$ cat src/rtl/core/psd_pkg.sv
// Shared constants and types for the point set diameter unit.
package psd_pkg;

    localparam int MAX_POINTS   = 128;
    localparam int COORD_W      = 24;
    localparam int CNT_W        = $clog2(MAX_POINTS + 1);
    localparam int ABS_W        = COORD_W;
    localparam int SQ_W         = 2 * ABS_W + 1;
    localparam int ROOT_W       = (SQ_W + 1) / 2;
    localparam int DRAIN_CYCLES = 4;
    localparam int IN_DATA_W    = ((2 * COORD_W + 7) / 8) * 8;
    localparam int OUT_DATA_W   = ((ROOT_W + 7) / 8) * 8;

    typedef struct packed {
        logic               valid;
        logic [COORD_W-1:0] x;
        logic [COORD_W-1:0] y;
    } psd_point_t;

    typedef struct packed {
        logic load;
        logic walk_start;
        logic walk_shift;
        logic reduce;
        logic clear;
    } psd_ctrl_t;

endpackage

$ cat src/rtl/core/psd_sqrt.sv
// Iterative integer square root, one result bit per cycle.
module psd_sqrt
    import psd_pkg::*;
(
    input  logic              clk,
    input  logic              rst_n,
    input  logic              start,
    input  logic [SQ_W-1:0]   radicand,
    output logic              done,
    output logic [ROOT_W-1:0] root
);

    localparam int RAD_W  = 2 * ROOT_W;
    localparam int STEP_W = $clog2(ROOT_W + 1);

    logic [RAD_W-1:0]  rad_reg, rad_next;
    logic [ROOT_W+1:0] rem_reg, rem_next;
    logic [ROOT_W-1:0] root_reg, root_next;
    logic [STEP_W-1:0] step_reg, step_next;
    logic              busy_reg, busy_next;
    logic              done_reg, done_next;
    logic [ROOT_W+1:0] rem_sh, trial;

    always_comb
    begin
        rem_sh    = {rem_reg[ROOT_W-1:0], rad_reg[RAD_W-1 -: 2]};
        trial     = {root_reg, 2'b01};
        rad_next  = rad_reg;
        rem_next  = rem_reg;
        root_next = root_reg;
        step_next = step_reg;
        busy_next = busy_reg;
        done_next = done_reg;
        if (start)
        begin
            rad_next  = {{(RAD_W - SQ_W){1'b0}}, radicand};
            rem_next  = '0;
            root_next = '0;
            step_next = '0;
            busy_next = 1'b1;
            done_next = 1'b0;
        end
        else if (busy_reg)
        begin
            rad_next  = {rad_reg[RAD_W-3:0], 2'b00};
            step_next = step_reg + 1'b1;
            if (rem_sh >= trial)
            begin
                rem_next  = rem_sh - trial;
                root_next = {root_reg[ROOT_W-2:0], 1'b1};
            end
            else
            begin
                rem_next  = rem_sh;
                root_next = {root_reg[ROOT_W-2:0], 1'b0};
            end
            if (step_reg == STEP_W'(ROOT_W - 1))
            begin
                busy_next = 1'b0;
                done_next = 1'b1;
            end
        end
    end

    always_ff @(posedge clk or negedge rst_n)
    begin
        if (!rst_n)
        begin
            step_reg <= '0;
            busy_reg <= 1'b0;
            done_reg <= 1'b0;
        end
        else
        begin
            step_reg <= step_next;
            busy_reg <= busy_next;
            done_reg <= done_next;
        end
    end

    always_ff @(posedge clk)
    begin
        rad_reg  <= rad_next;
        rem_reg  <= rem_next;
        root_reg <= root_next;
    end

    assign done = done_reg;
    assign root = root_reg;

endmodule

$ cat config.mk
export PLATFORM = sky130hd
export DESIGN_NAME = psd_sqrt
export DESIGN_NICKNAME = d
export VERILOG_FILES = /design/src/rtl/core/psd_pkg.sv /design/src/rtl/core/psd_sqrt.sv
export SDC_FILE = /design/constraint.sdc
export NUM_CORES = 1
export LEC_CHECK = 0
export BUFFER_PORTS_ARGS = -buffer_cell sky130_fd_sc_hd__buf_2
export CAP_MARGIN = 20
export CELL_PAD_IN_SITES_DETAIL_PLACEMENT = 0
export CELL_PAD_IN_SITES_GLOBAL_PLACEMENT = 1
export CORE_UTILIZATION = 35
export DETAILED_ROUTE_END_ITERATION = 7
export HOLD_SLACK_MARGIN = 0.03
export PLACE_DENSITY = 0.61
export SKIP_LAST_GASP = 1
export SYNTH_ARGS = -nofsm -noshare
export SYNTH_HDL_FRONTEND = slang
export SYNTH_SLANG_ARGS = --single-unit
$ cat constraint.sdc
create_clock -name clk -period 3.6 [get_ports clk]
set_clock_uncertainty 0.1 [all_clocks]
set_input_delay 0.72 -clock clk [delete_from_list [all_inputs] [get_ports clk]]
set_output_delay 0.72 -clock clk [all_outputs]
set_load 0.02 [all_outputs]
==> summary.md <==
| Metric | Value |
|---|---|
| Clk buf depth | 2 |
| Netlist cell types | 69 |
| Fin crit share | 89.09% |
| H-tree depth | 3 |
| Synthesis-to-finish area growth | 14.88% |
| Synth Flop Type | dfxtp_1 |
| Worst r2r path cells | 10 |
| Post-route cell area | 6973 µm² |
| Root buffer cell | clkbuf_16 |
| Max FFs per register | 50 |
| Crit. Startpoint | root[8] |
| Unrepaired setup endpoints after global routing | no |
| Final total power | 5.453 mW |
| Post-CTS setup buffers | 0 |
| Initial Utilization | 36.22% |
| Max_slew headroom | 51.87% |
| Drt drc | 0 |
| Final setup margin | 0.3926 ns |
| DR vias | 4629 |
| Clock Power Share | 19.5% |
| Vias in the first global route | 4504 |
| CTS sink count | 107 |
| Area of the core | 16760 µm² |
| Int Power | 3.244 mW |
| Top cells by area, synth | edfxtp_1 24%, dfxtp_1 17%, mux2_2 8.7%, ha_1 6.0%, nor2_1 4.3% |
| Tot GR Track Use | 16.48% |
| Worst reg2reg path startpoint | root[8] |
| Peak supply drop | 0.0003415 V |
| PortBufs | 77 |
| CP endpoint kind | flop |
| Gate Count Post-Synth | 584 |
| Worst Setup Start Kind | flop |
| Worst-margin pin slew | 0.7220 ns |
| Layout Nets | 732 |
| Boundary Pins | 78 |
| Max FO, Critical Path | 19 |
| Data required, critical path | 3.75 ns |
| Ys async rst share | 6.542% |
| NetSw | 2.209 mW |
| Sequential fraction of the synthesis area | 43.95% |
| DR vias/cell | 5.284 |
| Resize count post-CTS | 0 |
| Diodes inserted | 0 |
| Sequential share of power | 29.2% |
| Synth Net Count | 665 |
| # fillers | 1654 |
| Routability cong. | 0.7980 |
| Yosys top cell area share | 24.24% |
| Setup violations, final | 0 |
| Combinational share of power | 51.3% |
| Switching Share | 40.51% |
| WL final | 14.17 mm |
| FF+latch count, synth | 107 |
| R2R Path End | rem_reg[11] |
| Placed inst area | 6648 µm² |
| Largest net degree at the start of global routing | 60 |
| Max-cap violations | 0 |
| WL/cell | 16.17 µm |
| Min cycle time layout | 3.207 ns |
| Core Rows | 47 |
| Count leader, synth | nor2_1 |
| Pre-antenna DRT Iters | 4 |
| DR iter-0 viols | 284 |
| TNS Setup | 0 ns |
| Worst-skew pair later-pin latency | 0.35 ns |
| CTS Hold Bufs | 0 |
| Status | finished, final reports clean |
| Die height | 133.7 µm |
| Commonest cells in the netlist | 70 x nor2_1, 51 x dfxtp_1, 49 x edfxtp_1 |
| CP arrival | 3.36 ns |
| Mapped Avg Cell Area | 10.39 µm² |
| CTS Buf Count | 9 |
| Reg clk slew, reported paths | 0.08 ns |
| Global-route wire length before repair | 23.32 mm |
| Area leader, netlist | edfxtp_1 |
| Die X | 133.7 µm |
| Warnings, synthesis | 0 |
| Die area | 17870 µm² |
| Grt total ovfl | 0 |
| Worst R2R Setup Slack | 0.39 ns |
| Min-delay worst type | in2async |
| Post-Syn Area | 6070 µm² |
| DP Wirelength | 9.925 mm |
| Max-slew violations | 0 |
| Leak | 3.035 nW |
| Setup CP Type | reg2reg |
| Initial antenna violation count | 0 |
| DRT antenna net count | 0 |
| EDFF count, synth | 49 |
| Setup WS pre-CTS | 0.4069 ns |
| PD cells | 782.1 nW/µm² |
| Final Hold Fails | 0 |
| F_max | 311.8 MHz |
| CTS tree | built |
| Layout cell share with drive strength beyond 1 | 26.68% |
final cells by class:
| type | count | area [µm²] | area share [%] |
|---|---|---|---|
| well taps | 220 | 275.3 | 3.948 |
| flip-flops and latches | 107 | 2669 | 38.27 |
| multi-input cells | 404 | 3072 | 44.05 |
| clock buffers | 9 | 225.2 | 3.230 |
| clock inverters | 7 | 100.1 | 1.435 |
| inverters | 39 | 146.4 | 2.099 |
| repair buffers | 90 | 485.5 | 6.962 |
through the flow:
step	hold slack (ns)	utilization, %	instances
after floorplan	0.3244	-	584
after global placement	0.3686	39.66	860
after detailed placement	0.3918	39.66	860
after CTS	0.07098	41.61	876
after global routing	0.07055	41.61	876
final	0.07969	41.61	876
critical path, cell delays in order, from the launching register on:
cell and delay [ns]:
dfxtp_1 0.37, inv_1 0.06, ha_1 0.38, and2_1 0.18, nor3b_2 0.24, a21oi_4 0.12, a2111o_1 0.49, a21oi_4 0.46
buf_4 0.33, o21ai_1 0.08, a311oi_1 0.29
per-layer routing:
metal / part of all wire (%) / global-route usage, % / routed length [µm]
met5: 0 / 0 / 0
met4: 1.4 / 4.545 / 196
met3: 4.5 / 3.881 / 642
met2: 45 / 25.55 / 6350
met1: 49 / 22.85 / 6980
cells in the final DEF, fill, tap and decap left out, types with 11 or more instances in the layout:
cell type | netlist | final
dfxtp_1 | 51 | 51
buf_2 | 1 | 76
mux2i_1 | 26 | 26
nand2_1 | 19 | 18
edfxtp_1 | 49 | 49
a21o_1 | 14 | 14
inv_1 | 38 | 38
nor2_1 | 70 | 70
ha_1 | 29 | 29
nand3_1 | 11 | 11
mux2_2 | 47 | 47
buf_4 | 2 | 14
a21oi_1 | 17 | 17
o211ai_1 | 11 | 11
xnor2_1 | 14 | 14
o21ai_0 | 16 | 16
cells by family (layout without fill, tap and decap cells):
kind of cell             after synthesis  count (layout)  synth area share [%]
AO/OA/AOI/OAI                        133             133                 16.80
XOR/XNOR                              21              21                 3.030
adder cells (fa/ha/maj)               29              29                 5.978
buffers and inverters                 73             145                 5.483
flip-flops                           107             107                 43.95
multiplexers                          73              73                 13.01
AND/OR/NAND/NOR                      148             148                 11.75
power groups by stage:
| stage | clock, mW | combinational [mW] | sequential (mW) |
|---|---|---|---|
| after CTS | 1.10 | 2.79 | 1.59 |
| after global routing | 1.15 | 3.11 | 1.61 |
| after floorplan | 0 | 2.28 | 1.58 |
| final | 1.06 | 2.80 | 1.59 |
| after detailed placement | 0 | 2.77 | 1.62 |
| after global placement | 0 | 2.76 | 1.62 |
worst max path at each step:
stage / endpoint / cells after the start
floorplan: rem_reg[13] / 11
detailed placement: rem_reg[22] / 10
finish: rem_reg[11] / 10
global placement: rem_reg[22] / 10
global route: rem_reg[11] / 10
CTS: rem_reg[11] / 10
No activity file was read; power rests on OpenSTA's default activity.
