**src/rtl/core/psd_pkg.sv**
```systemverilog
// Shared constants and types for the point set diameter unit.
package psd_pkg;

    localparam int MAX_POINTS   = 128;
    localparam int COORD_W      = 24;
    localparam int CNT_W        = $clog2(MAX_POINTS + 1);
    localparam int ABS_W        = COORD_W;
    localparam int SQ_W         = 2 * ABS_W + 1;
    localparam int ROOT_W       = (SQ_W + 1) / 2;
    localparam int DRAIN_CYCLES = 4;
    localparam int IN_DATA_W    = ((2 * COORD_W + 7) / 8) * 8;
    localparam int OUT_DATA_W   = ((ROOT_W + 7) / 8) * 8;

    typedef struct packed {
        logic               valid;
        logic [COORD_W-1:0] x;
        logic [COORD_W-1:0] y;
    } psd_point_t;

    typedef struct packed {
        logic load;
        logic walk_start;
        logic walk_shift;
        logic reduce;
        logic clear;
    } psd_ctrl_t;

endpackage

```
**src/rtl/core/psd_cell.sv**
```systemverilog
// One cell of the point chain: stores a point, compares it with a passing point, keeps a maximum.
module psd_cell
    import psd_pkg::*;
(
    input  logic             clk,
    input  logic             rst_n,
    input  psd_ctrl_t        ctrl,
    input  psd_point_t       stored_in,
    input  psd_point_t       moving_in,
    input  logic [SQ_W-1:0]  best_in,
    output psd_point_t       stored_out,
    output psd_point_t       moving_out,
    output logic [SQ_W-1:0]  best_out
);

    logic               sv_reg, sv_next;
    logic [COORD_W-1:0] sx_reg, sx_next, sy_reg, sy_next;
    logic               mv_reg, mv_next;
    logic [COORD_W-1:0] mx_reg, mx_next, my_reg, my_next;
    logic               v1_reg, v1_next, v2_reg, v2_next, v3_reg, v3_next;
    logic [ABS_W-1:0]   adx_reg, adx_next, ady_reg, ady_next;
    logic [2*ABS_W-1:0] sqx_reg, sqx_next, sqy_reg, sqy_next;
    logic [SQ_W-1:0]    sum_reg, sum_next;
    logic [SQ_W-1:0]    best_reg, best_next;
    logic [COORD_W:0]   dx, dy, dx_neg, dy_neg;

    always_comb
    begin
        sv_next = sv_reg;
        sx_next = sx_reg;
        sy_next = sy_reg;
        if (ctrl.clear)
        begin
            sv_next = 1'b0;
        end
        else if (ctrl.load)
        begin
            sv_next = stored_in.valid;
            sx_next = stored_in.x;
            sy_next = stored_in.y;
        end
    end

    always_comb
    begin
        mv_next = mv_reg;
        mx_next = mx_reg;
        my_next = my_reg;
        if (ctrl.clear)
        begin
            mv_next = 1'b0;
        end
        else if (ctrl.walk_start)
        begin
            mv_next = sv_reg;
            mx_next = sx_reg;
            my_next = sy_reg;
        end
        else if (ctrl.walk_shift)
        begin
            mv_next = moving_in.valid;
            mx_next = moving_in.x;
            my_next = moving_in.y;
        end
    end

    always_comb
    begin
        dx       = {sx_reg[COORD_W-1], sx_reg} - {mx_reg[COORD_W-1], mx_reg};
        dy       = {sy_reg[COORD_W-1], sy_reg} - {my_reg[COORD_W-1], my_reg};
        dx_neg   = ~dx + 1'b1;
        dy_neg   = ~dy + 1'b1;
        adx_next = dx[COORD_W] ? dx_neg[ABS_W-1:0] : dx[ABS_W-1:0];
        ady_next = dy[COORD_W] ? dy_neg[ABS_W-1:0] : dy[ABS_W-1:0];
        v1_next  = sv_reg & mv_reg & ~ctrl.clear;
        sqx_next = adx_reg * adx_reg;
        sqy_next = ady_reg * ady_reg;
        v2_next  = v1_reg & ~ctrl.clear;
        sum_next = {1'b0, sqx_reg} + {1'b0, sqy_reg};
        v3_next  = v2_reg & ~ctrl.clear;
    end

    always_comb
    begin
        best_next = best_reg;
        priority if (ctrl.clear)
        begin
            best_next = '0;
        end
        else if (ctrl.reduce)
        begin
            best_next = (best_in > best_reg) ? best_in : best_reg;
        end
        else if (v3_reg && (sum_reg > best_reg))
        begin
            best_next = sum_reg;
        end
    end

    always_ff @(posedge clk or negedge rst_n)
    begin
        if (!rst_n)
        begin
            sv_reg   <= 1'b0;
            mv_reg   <= 1'b0;
            v1_reg   <= 1'b0;
            v2_reg   <= 1'b0;
            v3_reg   <= 1'b0;
            best_reg <= '0;
        end
        else
        begin
            sv_reg   <= sv_next;
            mv_reg   <= mv_next;
            v1_reg   <= v1_next;
            v2_reg   <= v2_next;
            v3_reg   <= v3_next;
            best_reg <= best_next;
        end
    end

    always_ff @(posedge clk)
    begin
        sx_reg  <= sx_next;
        sy_reg  <= sy_next;
        mx_reg  <= mx_next;
        my_reg  <= my_next;
        adx_reg <= adx_next;
        ady_reg <= ady_next;
        sqx_reg <= sqx_next;
        sqy_reg <= sqy_next;
        sum_reg <= sum_next;
    end

    assign stored_out = '{valid: sv_reg, x: sx_reg, y: sy_reg};
    assign moving_out = '{valid: mv_reg, x: mx_reg, y: my_reg};
    assign best_out   = best_reg;

endmodule

```
**config.mk**
```make
export PLATFORM = sky130hd
export DESIGN_NAME = psd_cell
export DESIGN_NICKNAME = d
export VERILOG_FILES = /design/src/rtl/core/psd_pkg.sv /design/src/rtl/core/psd_cell.sv
export SDC_FILE = /design/constraint.sdc
export NUM_CORES = 2
export LEC_CHECK = 0
export CAP_MARGIN = 5
export CORE_MARGIN = 5
export CORE_UTILIZATION = 29
export CTS_CLUSTER_SIZE = 12
export DETAILED_ROUTE_END_ITERATION = 10
export DONT_BUFFER_PORTS = 1
export MAX_ROUTING_LAYER = met4
export REMOVE_ABC_BUFFERS = 1
export SYNTH_ARGS = -nofsm -noshare
export SYNTH_HDL_FRONTEND = slang
export SYNTH_SLANG_ARGS = --single-unit
```
**constraint.sdc**
```tcl
create_clock -name clk -period 6.5 [get_ports clk]
set_input_delay 0.325 -clock clk [delete_from_list [all_inputs] [get_ports clk]]
set_output_delay 0.325 -clock clk [all_outputs]
set_load 0.03 [all_outputs]
```
==> flow_summary.toml <==
[status]
outcome = "finished with violations"
violations = "negative setup slack"

[floorplanning]
die_w_microns = 428
fp-row-count = 153
start_util_pct = 29.2
pin_count = 301
fp.dieH_microns = 428
core_sq_um = 174000
dieArea_sq_um = 183000

[setup_path]
worstSetupPathType = "register to register"
cp_max_fo = 4
cp-start-kind = "register"
crit_path_end_kind = "register"
arrival_ps = 7300
required_ps = 7050
ff2ff_path_depth = 26

[global_route]
grt_max_degree = 100
grt_pass1_vias = 41512
antenna_found_initial = 9
globalRouteTotalUtil_pct = 16.0
grt_pass1_wl_microns = 229000
grt.overflow.total = 0

[routing]
avgViaCountPerCell = 4.58
detail_route.iter0.violations = 2021
wl_met2_microns = 68600
met1_length_microns = 59700
ant_nets = 0
met3_wirelength_microns = 9310
drc = 0
wl_per_cell_microns = 17.1
vias = 38525
top_layer_used = "met4"
routed_wl_microns = 144000
dr.pass1.iters = 5

[yosys]
ys_seq_area_share_pct = 15.9
synth_ff_type = "dfxtp_1"
synth_seq_cells = 341
synth_warnings = 0
syn_inst = 5395
synthArstFlopShare_pct = 15.8
synth_area_sq_um = 50800
avgSynthCellArea_sq_um = 9.41
synth-edff-count = 96
synth_cell_types = 83

[final_layout]
final_core_util_pct = 36.5
drive_above_1_share_pct = 19.4
multi_input_area_sq_um = 38500
layout_commonest_cell = "inv_1"
area_growth_pct = 25.1
design_area_sq_um = 63500
final_nets = 7577
mostFrequentLayoutCells = "inv_1, fa_1, ha_1"
fillers = 17151
register_area_sq_um = 8180

[min_path]
min_path_type = "input pin to register"
hold_depth = 2

[sta]
hold_viol_final = 0
slew_viol_final = 0
fin_skew_ps = 36.6
final-setup-viol-count = 23
relSlewSlack_pct = 22.3
rsz0062_at_grt = "true"
fin_crit_ps = 6740
worst_slack_ps = -243
min_period_over_period_pct = 104
tightest_slew_ps = 1170
fmaxAchievable_ghz = 0.148

[job]
maxCapViolCount = 0

[placed_design]
post_dp_cell_area_sq_um = 57300
place.detailed.hpwl_microns = 118000
gp_congestion = 0.923
numPortBuffers = 0

[clock_tree]
cts_root_buffer = "clkbuf_16"
cts.sinks = 341
cts_buffer_depth = 3
htreeDepth = 2
clkLatencyLatePin_ps = 660
path_clk_slew_ps = 60
cts_tree = "yes"
cts_made_buffers = 45
==> cell families (layout without fill, tap and decap cells) <==
| kind of cell | after synthesis | after routing | share of synthesized area, % |
|---|---|---|---|
| buffers and inverters | 1521 | 2195 | 11.3 |
| adder cells (fa/ha/maj) | 1391 | 1391 | 46.8 |
| AND/OR/NAND/NOR | 1127 | 1127 | 11.1 |
| AO/OA/AOI/OAI | 747 | 747 | 10.0 |
| flip-flops | 341 | 341 | 15.9 |
| XOR/XNOR | 208 | 208 | 3.59 |
| multiplexers | 60 | 60 | 1.31 |
| other | 0 | 17 | 0 |
==> critical path, stage by stage (launching register included) <==
cell and delay [ps]:
dfxtp_4 360, buf_6 130, and2_1 140, buf_4 130, fa_1 470, inv_1 50
fa_1 470, inv_1 60, fa_1 510, fa_1 590, fa_2 440, fa_1 500
inv_1 50, fa_1 580, inv_2 70, ha_4 240, a21oi_4 170, o21ai_2 90
a21oi_2 150, nor2_1 70, a211o_4 350, buf_6 130, buf_6 100, or2_4 250
a31o_4 240, a21oi_4 160, xnor2_2 130
==> through the flow <==
step           std cells  setup WS (ps)  hold WS [ps]  setup TNS [ps]
4_1_cts             8364           -234          1.12           -2410
5_1_grt             8408           -460          36.5           -8800
2_1_floorplan       5208           -445          29.4           -2890
6_report            8411           -243          50.6           -2000
3_5_place_dp        8066           -744          31.5          -15060
3_3_place_gp        8066           -677          31.8          -13500
==> Yosys cell counts (16+ instances only) <==
master | number | area (sq um)
inv_1 | 1334 | 5010
fa_1 | 845 | 16900
ha_1 | 546 | 6830
nand2_1 | 415 | 1560
and2_1 | 238 | 1490
dfxtp_1 | 191 | 3820
a21oi_1 | 189 | 946
clkbuf_1 | 173 | 649
nor2_1 | 148 | 556
xnor2_1 | 143 | 1250
a21o_1 | 136 | 1020
o21ai_0 | 119 | 596
edfxtp_1 | 96 | 2880
nor2b_1 | 96 | 601
xor2_1 | 65 | 569
dfrtp_1 | 54 | 1350
nand4_1 | 53 | 332
a221oi_1 | 51 | 447
a311oi_1 | 51 | 447
mux2_2 | 51 | 574
nand3_1 | 37 | 185
nor3_1 | 31 | 155
o21a_1 | 28 | 210
a211oi_1 | 24 | 180
a31oi_1 | 19 | 119
o21bai_1 | 17 | 128
and3_1 | 16 | 100
o211ai_1 | 16 | 120
==> metal layers <==
| metal | vias up | global-route usage (%) |
|---|---|---|
| met4 | 0 | 5.99 |
| met2 | 1042 | 26.3 |
| met3 | 209 | 3.04 |
| met1 | 19001 | 19.5 |
| li1 | 18273 | - |
| met5 | - | - |
==> layout make-up <==
type / count / area share [%]
flip-flops and latches: 341 / 12.9
clock inverters: 23 / 0.364
well taps: 2325 / 4.58
clock buffers: 61 / 2.10
diodes: 17 / 0.0670
multi-input cells: 3533 / 60.6
inverters: 1334 / 7.88
repair buffers: 777 / 11.5
==> what timing repair did <==
item	4_1_cts	5_1_grt
endpoints found under the hold margin	204	0
cloned	4	2
hold buffers	141	0
endpoints found under the setup margin	44	46
setup buffers	70	34
pin swaps	209	139
resized for setup	407	176
==> worst paths after layout <==
kind                        startpoint      endpoint  slack (ps)
min                         best_in[3]   best_out[3]          50
min reg2reg                 sqy_reg[2]    sum_reg[2]         450
max reg2reg                adx_reg[14]   sqx_reg[33]        -240
max in group asynchronous        rst_n  best_out[43]        5890
max                        adx_reg[14]   sqx_reg[33]        -240
min in group asynchronous        rst_n  best_out[13]         200
Power is left out: the tool's default activity adds up to more than one toggle a clock period on the data nets, which glitch-free logic cannot reach.
